$ cat config.mk
export PLATFORM = sky130hd
export DESIGN_NAME = nwa_audio_block_decoder_core
export DESIGN_NICKNAME = d
export VERILOG_FILES = /design/src/hw/rtl/nwa_pkg.sv /design/src/hw/rtl/nwa_front.sv /design/src/hw/rtl/nwa_queue.sv /design/src/hw/rtl/nwa_back.sv /design/src/hw/rtl/nwa_audio_block_decoder_core.sv
export SDC_FILE = /design/constraint.sdc
export NUM_CORES = 1
export LEC_CHECK = 0
export ABC_AREA = 1
export BUFFER_PORTS_ARGS = -buffer_cell sky130_fd_sc_hd__buf_4
export CAP_MARGIN = 15
export CORE_MARGIN = 2
export CORE_UTILIZATION = 60
export DETAILED_ROUTE_END_ITERATION = 6
export GPL_TIMING_DRIVEN = 1
export PLACE_DENSITY_LB_ADDON = 0.08
export SKIP_CTS_REPAIR_TIMING = 1
export SLEW_MARGIN = 20
export SYNTH_ARGS = -nofsm -noshare
export SYNTH_HDL_FRONTEND = slang
export SYNTH_SLANG_ARGS = --single-unit
$ cat constraint.sdc
create_clock -name clock -period 11.8 [get_ports clock]
set_input_delay 1.18 -clock clock [delete_from_list [all_inputs] [get_ports clock]]
set_output_delay 1.18 -clock clock [all_outputs]
set_load 0.1 [all_outputs]
$ cat src/hw/rtl/nwa_pkg.sv
package nwa_pkg;

   localparam int unsigned MAX_BLOCK_SAMPLES_DEF = 65535;
   localparam int unsigned QUEUE_DEPTH_DEF = 4;

   localparam logic [1:0] KIND_START = 2'd0;
   localparam logic [1:0] KIND_BYTE  = 2'd1;
   localparam logic [1:0] KIND_END   = 2'd2;

   localparam logic [1:0] CSR_COMP_LEVEL   = 2'd0;
   localparam logic [1:0] CSR_SAMPLE_16BIT = 2'd1;
   localparam logic [1:0] CSR_STEREO       = 2'd2;

   localparam logic [1:0] COMP_LEVEL_RST   = 2'd2;
   localparam logic       SAMPLE_16BIT_RST = 1'b1;
   localparam logic       STEREO_RST       = 1'b1;

   typedef enum logic [1:0] {
      OP_START,
      OP_BYTE,
      OP_END
   } nwa_op_type;

   typedef struct packed {
      nwa_op_type  op;
      logic [7:0]  data;
      logic [15:0] count;
   } nwa_item_type;

endpackage

$ cat src/hw/rtl/nwa_front.sv
module nwa_front #(
   parameter int unsigned MAX_BLOCK_SAMPLES = nwa_pkg::MAX_BLOCK_SAMPLES_DEF
) (
   input  logic                  clock,
   input  logic                  reset,
   input  logic                  req_valid,
   output logic                  req_ready,
   input  logic [1:0]            req_kind,
   input  logic [7:0]            req_data_byte,
   input  logic [15:0]           req_block_samples,
   output logic                  push_valid,
   input  logic                  push_ready,
   output nwa_pkg::nwa_item_type push_item
);

   logic                  vld_ff, vld_in;
   nwa_pkg::nwa_item_type item_ff, item_in;
   nwa_pkg::nwa_op_type   op;
   logic                  keep;
   logic                  take;
   logic [15:0]           count_clamped;

   assign req_ready = !vld_ff || push_ready;
   assign take      = req_valid && req_ready;

   always_comb begin
      keep = 1'b1;
      op   = nwa_pkg::OP_BYTE;
      case (req_kind)
         nwa_pkg::KIND_START: op = nwa_pkg::OP_START;
         nwa_pkg::KIND_BYTE:  op = nwa_pkg::OP_BYTE;
         nwa_pkg::KIND_END:   op = nwa_pkg::OP_END;
         default:             keep = 1'b0;
      endcase
      count_clamped = (req_block_samples > 16'(MAX_BLOCK_SAMPLES)) ?
                      16'(MAX_BLOCK_SAMPLES) : req_block_samples;
   end

   // undefined kinds are dropped here and never reach the queue
   assign vld_in  = take ? keep : (vld_ff && !push_ready);

   always_comb begin
      item_in = item_ff;
      if (take) begin
         item_in.op    = op;
         item_in.data  = req_data_byte;
         item_in.count = count_clamped;
      end
   end

   always_ff @(posedge clock) begin
      if (reset) begin
         vld_ff <= 1'b0;
      end else begin
         vld_ff <= vld_in;
      end
   end

   always_ff @(posedge clock) begin
      item_ff <= item_in;
   end

   assign push_valid = vld_ff;
   assign push_item  = item_ff;

endmodule

$ cat src/hw/rtl/nwa_queue.sv
module nwa_queue #(
   parameter int unsigned DEPTH = nwa_pkg::QUEUE_DEPTH_DEF
) (
   input  logic                  clock,
   input  logic                  reset,
   input  logic                  push_valid,
   output logic                  push_ready,
   input  nwa_pkg::nwa_item_type push_item,
   output logic                  pop_valid,
   input  logic                  pop_ready,
   output nwa_pkg::nwa_item_type pop_item
);

   localparam int unsigned AW = (DEPTH > 1) ? $clog2(DEPTH) : 1;
   localparam int unsigned CW = $clog2(DEPTH + 1);

   nwa_pkg::nwa_item_type mem_ff [DEPTH];
   logic [AW-1:0]         wr_ptr_ff, wr_ptr_in;
   logic [AW-1:0]         rd_ptr_ff, rd_ptr_in;
   logic [CW-1:0]         fill_ff, fill_in;
   logic                  push, pop;

   assign push_ready = (fill_ff != CW'(DEPTH));
   assign pop_valid  = (fill_ff != '0);
   assign push       = push_valid && push_ready;
   assign pop        = pop_valid && pop_ready;
   assign pop_item   = mem_ff[rd_ptr_ff];

   always_comb begin
      wr_ptr_in = wr_ptr_ff;
      rd_ptr_in = rd_ptr_ff;
      if (push) begin
         wr_ptr_in = (wr_ptr_ff == AW'(DEPTH - 1)) ? '0 : wr_ptr_ff + AW'(1);
      end
      if (pop) begin
         rd_ptr_in = (rd_ptr_ff == AW'(DEPTH - 1)) ? '0 : rd_ptr_ff + AW'(1);
      end
      fill_in = fill_ff + CW'(push) - CW'(pop);
   end

   always_ff @(posedge clock) begin
      if (reset) begin
         wr_ptr_ff <= '0;
         rd_ptr_ff <= '0;
         fill_ff   <= '0;
      end else begin
         wr_ptr_ff <= wr_ptr_in;
         rd_ptr_ff <= rd_ptr_in;
         fill_ff   <= fill_in;
      end
   end

   always_ff @(posedge clock) begin
      if (push) begin
         mem_ff[wr_ptr_ff] <= push_item;
      end
   end

endmodule

$ cat src/hw/rtl/nwa_back.sv
module nwa_back (
   input  logic                  clock,
   input  logic                  reset,
   input  logic                  csr_valid,
   output logic                  csr_ready,
   input  logic [1:0]            csr_index,
   input  logic [1:0]            csr_data,
   input  logic                  pop_valid,
   output logic                  pop_ready,
   input  nwa_pkg::nwa_item_type pop_item,
   output logic                  rsp_valid,
   input  logic                  rsp_ready,
   output logic [15:0]           rsp_sample_bits,
   output logic                  rsp_channel,
   output logic                  rsp_sample_valid,
   output logic                  rsp_block_done,
   output logic                  rsp_truncated,
   output logic                  rsp_run_last
);

   typedef enum logic {
      ST_FETCH,
      ST_DECODE
   } state_type;

   typedef enum logic [1:0] {
      PH_IDLE,
      PH_HEADER,
      PH_DECODE,
      PH_DONE
   } phase_type;

   // 11 leftover bits plus one new byte
   localparam int unsigned RES_W = 19;

   function automatic logic [31:0] apply_delta(logic [31:0] acc, logic [7:0] v,
                                               logic [3:0] width, logic [3:0] sh);
      logic [2:0]  sidx;
      logic [7:0]  mmask;
      logic [31:0] mag;
      sidx  = 3'(width - 4'd1);
      mmask = (8'd1 << sidx) - 8'd1;
      mag   = {24'd0, v & mmask} << sh;
      return v[sidx] ? (acc - mag) : (acc + mag);
   endfunction

   function automatic logic [3:0] code_need(logic [RES_W-1:0] res, logic [3:0] bits8,
                                            logic [3:0] bits5);
      logic [3:0] need;
      case (res[2:0])
         3'd7:    need = res[3] ? 4'd4 : (4'd4 + bits8);
         3'd0:    need = 4'd3;
         default: need = 4'd3 + bits5;
      endcase
      return need;
   endfunction

   state_type        state_ff, state_in;
   phase_type        phase_ff, phase_in;
   logic [1:0]       comp_level_ff, comp_level_in;
   logic             sample16_ff, sample16_in;
   logic             stereo_ff, stereo_in;
   logic [31:0]      acc_l_ff, acc_l_in;
   logic [31:0]      acc_r_ff, acc_r_in;
   logic             ch_ff, ch_in;
   logic [RES_W-1:0] res_ff, res_in;
   logic [4:0]       cnt_ff, cnt_in;
   logic [15:0]      samples_ff, samples_in;
   logic [2:0]       hdr_ff, hdr_in;
   logic [1:0]       run_cnt_ff, run_cnt_in;
   logic             rsp_valid_ff, rsp_valid_in;
   logic [15:0]      rsp_bits_ff, rsp_bits_in;
   logic             rsp_ch_ff, rsp_ch_in;
   logic             rsp_sv_ff, rsp_sv_in;
   logic             rsp_done_ff, rsp_done_in;
   logic             rsp_trunc_ff, rsp_trunc_in;
   logic             rsp_last_ff, rsp_last_in;

   logic             out_ready;
   logic [3:0]       bits8, bits5;
   logic [3:0]       need, need_next;
   logic             code_ok, ok_next, last, done;
   logic [31:0]      acc_cur, acc_new;
   logic [RES_W-1:0] res_sh;
   logic [4:0]       cnt_sh;
   logic [15:0]      sl_dec;
   logic [2:0]       hdr_n, hdr_next, hdr_len;
   logic [15:0]      hdr_samples;
   logic             hdr_sel;
   logic [31:0]      hdr_prev, hdr_val;
   logic             do_header;

   assign csr_ready = 1'b1;
   assign out_ready = !rsp_valid_ff || rsp_ready;
   assign bits8     = 4'd8 - {2'b0, comp_level_ff};
   assign bits5     = 4'd5 - {2'b0, comp_level_ff};

   // one code step from the reservoir
   always_comb begin
      acc_cur = ch_ff ? acc_r_ff : acc_l_ff;
      need    = code_need(res_ff, bits8, bits5);
      code_ok = ({1'b0, need} <= cnt_ff);
      case (res_ff[2:0])
         3'd7: begin
            acc_new = res_ff[3] ? 32'd0 :
                      apply_delta(acc_cur, res_ff[11:4], bits8, 4'd9 + {2'b0, comp_level_ff});
         end
         3'd0: acc_new = acc_cur;
         default: begin
            acc_new = apply_delta(acc_cur, {3'b0, res_ff[7:3]}, bits5,
                                  4'd2 + {1'b0, res_ff[2:0]} + {2'b0, comp_level_ff});
         end
      endcase
      res_sh    = res_ff >> need;
      cnt_sh    = cnt_ff - {1'b0, need};
      need_next = code_need(res_sh, bits8, bits5);
      ok_next   = ({1'b0, need_next} <= cnt_sh);
      sl_dec    = samples_ff - 16'd1;
      done      = (sl_dec == 16'd0);
      last      = done || (run_cnt_ff == 2'd3) || !ok_next;
   end

   // start value bytes
   always_comb begin
      hdr_n       = (pop_item.op == nwa_pkg::OP_START) ? 3'd0 : hdr_ff;
      hdr_samples = (pop_item.op == nwa_pkg::OP_START) ? pop_item.count : samples_ff;
      hdr_next    = hdr_n + 3'd1;
      hdr_sel     = sample16_ff ? hdr_n[1] : hdr_n[0];
      hdr_prev    = hdr_sel ? acc_r_ff : acc_l_ff;
      if (sample16_ff) begin
         hdr_val = hdr_n[0] ? {{16{pop_item.data[7]}}, pop_item.data, hdr_prev[7:0]} :
                              {24'd0, pop_item.data};
         hdr_len = stereo_ff ? 3'd4 : 3'd2;
      end else begin
         hdr_val = {{24{pop_item.data[7]}}, pop_item.data};
         hdr_len = stereo_ff ? 3'd2 : 3'd1;
      end
   end

   always_comb begin
      state_in      = state_ff;
      phase_in      = phase_ff;
      comp_level_in = comp_level_ff;
      sample16_in   = sample16_ff;
      stereo_in     = stereo_ff;
      acc_l_in      = acc_l_ff;
      acc_r_in      = acc_r_ff;
      ch_in         = ch_ff;
      res_in        = res_ff;
      cnt_in        = cnt_ff;
      samples_in    = samples_ff;
      hdr_in        = hdr_ff;
      run_cnt_in    = run_cnt_ff;
      rsp_valid_in  = rsp_valid_ff && !rsp_ready;
      rsp_bits_in   = rsp_bits_ff;
      rsp_ch_in     = rsp_ch_ff;
      rsp_sv_in     = rsp_sv_ff;
      rsp_done_in   = rsp_done_ff;
      rsp_trunc_in  = rsp_trunc_ff;
      rsp_last_in   = rsp_last_ff;
      pop_ready     = 1'b0;
      do_header     = 1'b0;

      if (csr_valid) begin
         case (csr_index)
            nwa_pkg::CSR_COMP_LEVEL:   comp_level_in = csr_data;
            nwa_pkg::CSR_SAMPLE_16BIT: sample16_in = csr_data[0];
            nwa_pkg::CSR_STEREO:       stereo_in = csr_data[0];
            default: ;
         endcase
      end

      case (state_ff)
         ST_FETCH: begin
            if (pop_valid && out_ready) begin
               pop_ready = 1'b1;
               case (pop_item.op)
                  nwa_pkg::OP_START: begin
                     samples_in = pop_item.count;
                     res_in     = '0;
                     cnt_in     = '0;
                     ch_in      = 1'b0;
                     phase_in   = PH_HEADER;
                     do_header  = 1'b1;
                  end
                  nwa_pkg::OP_BYTE: begin
                     if (phase_ff == PH_HEADER) begin
                        do_header = 1'b1;
                     end else if (phase_ff == PH_DECODE) begin
                        res_in     = res_ff | (RES_W'({11'd0, pop_item.data}) << cnt_ff);
                        cnt_in     = cnt_ff + 5'd8;
                        run_cnt_in = '0;
                        state_in   = ST_DECODE;
                     end
                  end
                  nwa_pkg::OP_END: begin
                     if (phase_ff == PH_HEADER || phase_ff == PH_DECODE) begin
                        rsp_valid_in = 1'b1;
                        rsp_bits_in  = '0;
                        rsp_ch_in    = 1'b0;
                        rsp_sv_in    = 1'b0;
                        rsp_done_in  = 1'b1;
                        rsp_trunc_in = (samples_ff != 16'd0);
                        rsp_last_in  = 1'b1;
                     end
                     phase_in = PH_IDLE;
                     res_in   = '0;
                     cnt_in   = '0;
                  end
                  default: ;
               endcase

               if (do_header) begin
                  if (hdr_sel) acc_r_in = hdr_val;
                  else acc_l_in = hdr_val;
                  hdr_in = hdr_next;
                  if (hdr_next >= hdr_len) begin
                     phase_in = PH_DECODE;
                     // empty block closes as soon as its start values are in
                     if (hdr_samples == 16'd0) begin
                        phase_in     = PH_DONE;
                        rsp_valid_in = 1'b1;
                        rsp_bits_in  = '0;
                        rsp_ch_in    = 1'b0;
                        rsp_sv_in    = 1'b0;
                        rsp_done_in  = 1'b1;
                        rsp_trunc_in = 1'b0;
                        rsp_last_in  = 1'b1;
                     end
                  end
               end
            end
         end
         ST_DECODE: begin
            if (out_ready) begin
               if (!code_ok) begin
                  state_in = ST_FETCH;
               end else begin
                  if (ch_ff) acc_r_in = acc_new;
                  else acc_l_in = acc_new;
                  res_in       = res_sh;
                  cnt_in       = cnt_sh;
                  samples_in   = sl_dec;
                  run_cnt_in   = run_cnt_ff + 2'd1;
                  rsp_valid_in = 1'b1;
                  rsp_bits_in  = sample16_ff ? acc_new[15:0] : {8'd0, acc_new[7:0]};
                  rsp_ch_in    = ch_ff;
                  rsp_sv_in    = 1'b1;
                  rsp_done_in  = done;
                  rsp_trunc_in = 1'b0;
                  rsp_last_in  = last;
                  if (stereo_ff) ch_in = !ch_ff;
                  if (done) phase_in = PH_DONE;
                  if (last) state_in = ST_FETCH;
               end
            end
         end
         default: state_in = ST_FETCH;
      endcase
   end

   always_ff @(posedge clock) begin
      if (reset) begin
         state_ff      <= ST_FETCH;
         phase_ff      <= PH_IDLE;
         comp_level_ff <= nwa_pkg::COMP_LEVEL_RST;
         sample16_ff   <= nwa_pkg::SAMPLE_16BIT_RST;
         stereo_ff     <= nwa_pkg::STEREO_RST;
         acc_l_ff      <= '0;
         acc_r_ff      <= '0;
         ch_ff         <= 1'b0;
         res_ff        <= '0;
         cnt_ff        <= '0;
         samples_ff    <= '0;
         hdr_ff        <= '0;
         run_cnt_ff    <= '0;
         rsp_valid_ff  <= 1'b0;
      end else begin
         state_ff      <= state_in;
         phase_ff      <= phase_in;
         comp_level_ff <= comp_level_in;
         sample16_ff   <= sample16_in;
         stereo_ff     <= stereo_in;
         acc_l_ff      <= acc_l_in;
         acc_r_ff      <= acc_r_in;
         ch_ff         <= ch_in;
         res_ff        <= res_in;
         cnt_ff        <= cnt_in;
         samples_ff    <= samples_in;
         hdr_ff        <= hdr_in;
         run_cnt_ff    <= run_cnt_in;
         rsp_valid_ff  <= rsp_valid_in;
      end
      rsp_bits_ff  <= rsp_bits_in;
      rsp_ch_ff    <= rsp_ch_in;
      rsp_sv_ff    <= rsp_sv_in;
      rsp_done_ff  <= rsp_done_in;
      rsp_trunc_ff <= rsp_trunc_in;
      rsp_last_ff  <= rsp_last_in;
   end

   assign rsp_valid        = rsp_valid_ff;
   assign rsp_sample_bits  = rsp_bits_ff;
   assign rsp_channel      = rsp_ch_ff;
   assign rsp_sample_valid = rsp_sv_ff;
   assign rsp_block_done   = rsp_done_ff;
   assign rsp_truncated    = rsp_trunc_ff;
   assign rsp_run_last     = rsp_last_ff;

   a_decode_phase: assert property (@(posedge clock) disable iff (reset)
      state_ff == ST_DECODE |-> phase_ff == PH_DECODE)
      else $error("code walk outside decoding phase");

   a_res_count: assert property (@(posedge clock) disable iff (reset)
      cnt_ff <= 5'(RES_W))
      else $error("reservoir count overflow");

   a_status_beat: assert property (@(posedge clock) disable iff (reset)
      rsp_valid_ff && !rsp_sv_ff |-> rsp_done_ff && rsp_last_ff)
      else $error("status beat not closing its block");

   a_trunc_beat: assert property (@(posedge clock) disable iff (reset)
      rsp_valid_ff && rsp_trunc_ff |-> !rsp_sv_ff)
      else $error("truncated flag on a sample beat");

endmodule

$ cat src/hw/rtl/nwa_audio_block_decoder_core.sv
// Path: an accepted beat passes the front register and the queue to the back end, which
//   registers each start, end or sample result in its output register until it is taken.
// Throughput: one input beat per cycle into a small queue while it has room; the decoder
//   fetches a byte, then decodes up to 4 samples from it while the output is not held.
// Reset: synchronous, active high; clears queue, phase and accumulators and sets
//   comp_level 2, 16-bit samples, stereo.
module nwa_audio_block_decoder_core #(
   parameter int unsigned MAX_BLOCK_SAMPLES = nwa_pkg::MAX_BLOCK_SAMPLES_DEF,
   parameter int unsigned QUEUE_DEPTH       = nwa_pkg::QUEUE_DEPTH_DEF
) (
   input  logic        clock,
   input  logic        reset,
   input  logic        req_valid,
   output logic        req_ready,
   input  logic [1:0]  req_kind,
   input  logic [7:0]  req_data_byte,
   input  logic [15:0] req_block_samples,
   output logic        rsp_valid,
   input  logic        rsp_ready,
   output logic [15:0] rsp_sample_bits,
   output logic        rsp_channel,
   output logic        rsp_sample_valid,
   output logic        rsp_block_done,
   output logic        rsp_truncated,
   output logic        rsp_run_last,
   input  logic        csr_valid,
   output logic        csr_ready,
   input  logic [1:0]  csr_index,
   input  logic [1:0]  csr_data
);

   logic                  push_valid, push_ready;
   nwa_pkg::nwa_item_type push_item;
   logic                  pop_valid, pop_ready;
   nwa_pkg::nwa_item_type pop_item;

   nwa_front #(
      .MAX_BLOCK_SAMPLES(MAX_BLOCK_SAMPLES)
   ) u_front (
      .clock             (clock),
      .reset             (reset),
      .req_valid         (req_valid),
      .req_ready         (req_ready),
      .req_kind          (req_kind),
      .req_data_byte     (req_data_byte),
      .req_block_samples (req_block_samples),
      .push_valid        (push_valid),
      .push_ready        (push_ready),
      .push_item         (push_item)
   );

   nwa_queue #(
      .DEPTH(QUEUE_DEPTH)
   ) u_queue (
      .clock      (clock),
      .reset      (reset),
      .push_valid (push_valid),
      .push_ready (push_ready),
      .push_item  (push_item),
      .pop_valid  (pop_valid),
      .pop_ready  (pop_ready),
      .pop_item   (pop_item)
   );

   nwa_back u_back (
      .clock            (clock),
      .reset            (reset),
      .csr_valid        (csr_valid),
      .csr_ready        (csr_ready),
      .csr_index        (csr_index),
      .csr_data         (csr_data),
      .pop_valid        (pop_valid),
      .pop_ready        (pop_ready),
      .pop_item         (pop_item),
      .rsp_valid        (rsp_valid),
      .rsp_ready        (rsp_ready),
      .rsp_sample_bits  (rsp_sample_bits),
      .rsp_channel      (rsp_channel),
      .rsp_sample_valid (rsp_sample_valid),
      .rsp_block_done   (rsp_block_done),
      .rsp_truncated    (rsp_truncated),
      .rsp_run_last     (rsp_run_last)
   );

endmodule

==> reports/results.txt <==
Remaining Overflow, GRT -> 0
Worst R2R Start -> u_back.comp_level_ff[0]
Vias per Instance -> 5.89
Avg Inst Size Synth -> 7.70 um^2
Hold Crit Class -> reg2reg
N_diodes -> 0
P&R area growth vs syn -> 8.21%
Clock sink total -> 247
Worst Skew -> 0.0264 ns
Register bit total from synthesis -> 247
Max frequency -> 176 MHz
Area leader, netlist -> edfxtp_1
Worst EP required -> 12.26 ns
Tcrit/Tclk final -> 48.1%
Total GRT Usage -> 30.2%
Max Cap Viol -> 0
Final wirelength -> 40,700 um
Final hold violation count -> 0
WS Path Type -> reg2reg
Ys flop type -> edfxtp_1
Filler cells -> 2,228
Fraction of layout instances using a drive strength above 1 -> 8.40%
Net Count, Synth -> 2,094
Synth cell count leaders -> 454 x nand2_1, 218 x o21ai_0, 209 x inv_1
DIE HEIGHT -> 164 um
# setup viols final -> 0
EDFF count, synth -> 151
Total CTS buffers -> 26
Setup TNS -> 0 ns
Unrepaired setup endpoints after global routing -> no
FP Rows -> 58
Proportion of synthesized chip area in sequential cells -> 42.1%
Layout Nets -> 2,095
FF-to-FF setup slack -> 6.13 ns
DRC viols -> 0
Crit. End Element -> flip-flop
First-pass GRT wire length -> 65,000 um
Mapped cell area -> 0.0153 mm^2
Slew Viols, Final -> 0
GP Congestion -> 0.910
Vias -> 13.8k
Worst reg-to-reg path cell count -> 23
CTS tree -> yes
Crit Path Max Fanout -> 56
Fin crit period -> 5.67 ns
Initial antenna violation count -> 0
HPWL after DPL -> 28,800 um
Root buf cell -> clkbuf_16
Synthesized instance count -> 1,992
Yosys cell types -> 66
Clock latency on the worst-skew pair -> 0.54 ns
Yosys top cell area share -> 29.6%
Crit path capture -> u_back.acc_l_ff[12]
Max-Slew Margin vs Limit -> 30.9%
CP startpoint kind -> flip-flop
Area of the core -> 0.0251 mm^2
FFs w/ async S/R, synth -> 0%
Clk buf depth -> 3
Largest net degree at the start of global routing -> 58
Initial Utilization -> 61.1%
DR WL/cell -> 17.4 um
YS warnings -> 0
H-tree depth -> 1
Critical Path AT -> 6.14 ns
Vias in the first global route -> 12.8k
Buffers on Ports -> 57
Worst reg2reg endpoint -> u_back.acc_l_ff[12]
# IOs -> 59
Crit. Startpoint -> u_back.comp_level_ff[0]
Starting DRC count in detailed routing -> 1,469
Slew @ Worst Pin -> 1.03 ns
TritonRoute pass-1 iters -> 6
Run status -> finished clean
Placed Area -> 0.0158 mm^2
Clock slew at reported path FFs -> 0.06 ns
Synth area leaders -> edfxtp_1 30%, dfxtp_1 13%, nand2_1 11%
Remaining antenna violation count -> 0
Full die area -> 0.0269 mm^2
Finished layout cell area -> 0.0166 mm^2
Count leader, synth -> nand2_1
Die Span X -> 164 um
## registers in the layout (all words and copies together) (netlist names), 5 cells and up, named ones only
signal / count
u_back.res_ff: 19
u_front.push_item: 26
u_queue.mem_ff: 104
u_back.samples_ff: 16
u_back.rsp_sample_bits: 16
u_back.acc_r_ff: 16
u_back.acc_l_ff: 16
u_back.cnt_ff: 5
## worst max-delay path: stages, from the launching register on
cell and delay, ns:
dfxtp_1 0.87, inv_2 0.30, ha_1 0.33, inv_1 0.21, a21oi_1 0.11, a21oi_2 0.70, ha_1 0.31, nand2_1 0.06
o21ai_1 0.12, inv_1 0.07, nor2_1 0.08, inv_1 0.06, o211ai_1 0.08, nand2_1 0.11, inv_2 0.09, nor2_1 0.06
nor2_4 0.08, buf_4 0.51, nand2_1 0.20, nor2_2 0.56, inv_2 0.31, a21oi_1 0.19, o21ai_0 0.10, inv_1 0.06
## metrics by stage
step           std cells  hold slack [ns]  setup WS, ns  utilization (%)
6_report            2343            0.464          6.13             66.1
5_1_grt             2343            0.483          5.59             66.1
4_1_cts             2343            0.465          6.20             66.1
3_5_place_dp        2295            0.453          6.24             63.0
3_3_place_gp        2295            0.450          6.41             63.0
2_1_floorplan       1992            0.434          7.47                -
## how the worst min path moves through the flow
stage | depth (start not counted) | slack (ns) | endpoint | from
finish | 2 | 0.46 | u_back.acc_l_ff[11] | u_back.acc_l_ff[11]
global route | 2 | 0.48 | u_back.acc_r_ff[2] | u_back.acc_r_ff[2]
CTS | 2 | 0.46 | u_back.acc_l_ff[11] | u_back.acc_l_ff[11]
detailed placement | 2 | 0.45 | u_back.acc_l_ff[11] | u_back.acc_l_ff[11]
global placement | 2 | 0.45 | u_back.acc_l_ff[11] | u_back.acc_l_ff[11]
floorplan | 2 | 0.43 | u_back.acc_l_ff[11] | u_back.acc_l_ff[11]
## kinds of logic (layout without fill, tap and decap cells)
kind of cell,Yosys count,in the layout,share of synthesized area (%)
other cells,1,1,0.0244
xor+xnor,40,40,2.28
mux,2,2,0.131
compound gates,485,485,18.1
flops,247,247,42.1
simple gates,823,823,23.0
buf+inv,327,348,8.78
fa+ha+maj,67,67,5.66
## layer usage
metal | up-vias | global-route usage (%) | part of all wire (%) | wire, um
met5 | - | 0 | 0 | 0
met4 | 0 | 10.5 | 3.1 | 1280
met3 | 98 | 2.73 | 6.2 | 2510
met2 | 534 | 50.8 | 47 | 19200
met1 | 6407 | 40.9 | 44 | 17700
li1 | 6761 | - | - | -
## area by class of cell
class,instances,area [um^2],share of cell area (%)
clock buffer,32,694,4.18
clock inverter,16,91.3,0.550
inverter,236,896,5.40
multi-input combinational,1418,7570,45.6
sequential,247,6460,38.9
tap,330,413,2.49
timing repair buffer,64,480,2.89
## layout by cell type (no fill, tap or decap), drive strengths merged, types with 3 or more instances in the layout
master  netlist  routed
nor3         10      10
clkinv        5      19
xnor2        10      10
o311ai        7       7
a22o          3       3
o21ai       265     265
buf          50      64
o22ai        20      20
nor4          5       5
nand2       464     464
o21a          4       4
nor2        178     178
nand4        18      18
ha           63      63
nand3       141     141
o211ai       24      24
a211oi       10      10
a221oi       14      14
clkbuf       41      32
a21oi        98      98
o21bai        5       5
inv         231     231
fa            4       4
edfxtp      151     151
a31oi        15      15
o221ai        4       4
dfxtp        96      96
xor2         30      30
a22oi         6       6
Power is not shown: default switching activity piles up to over one toggle a cycle in this logic, so the estimate is an artifact.
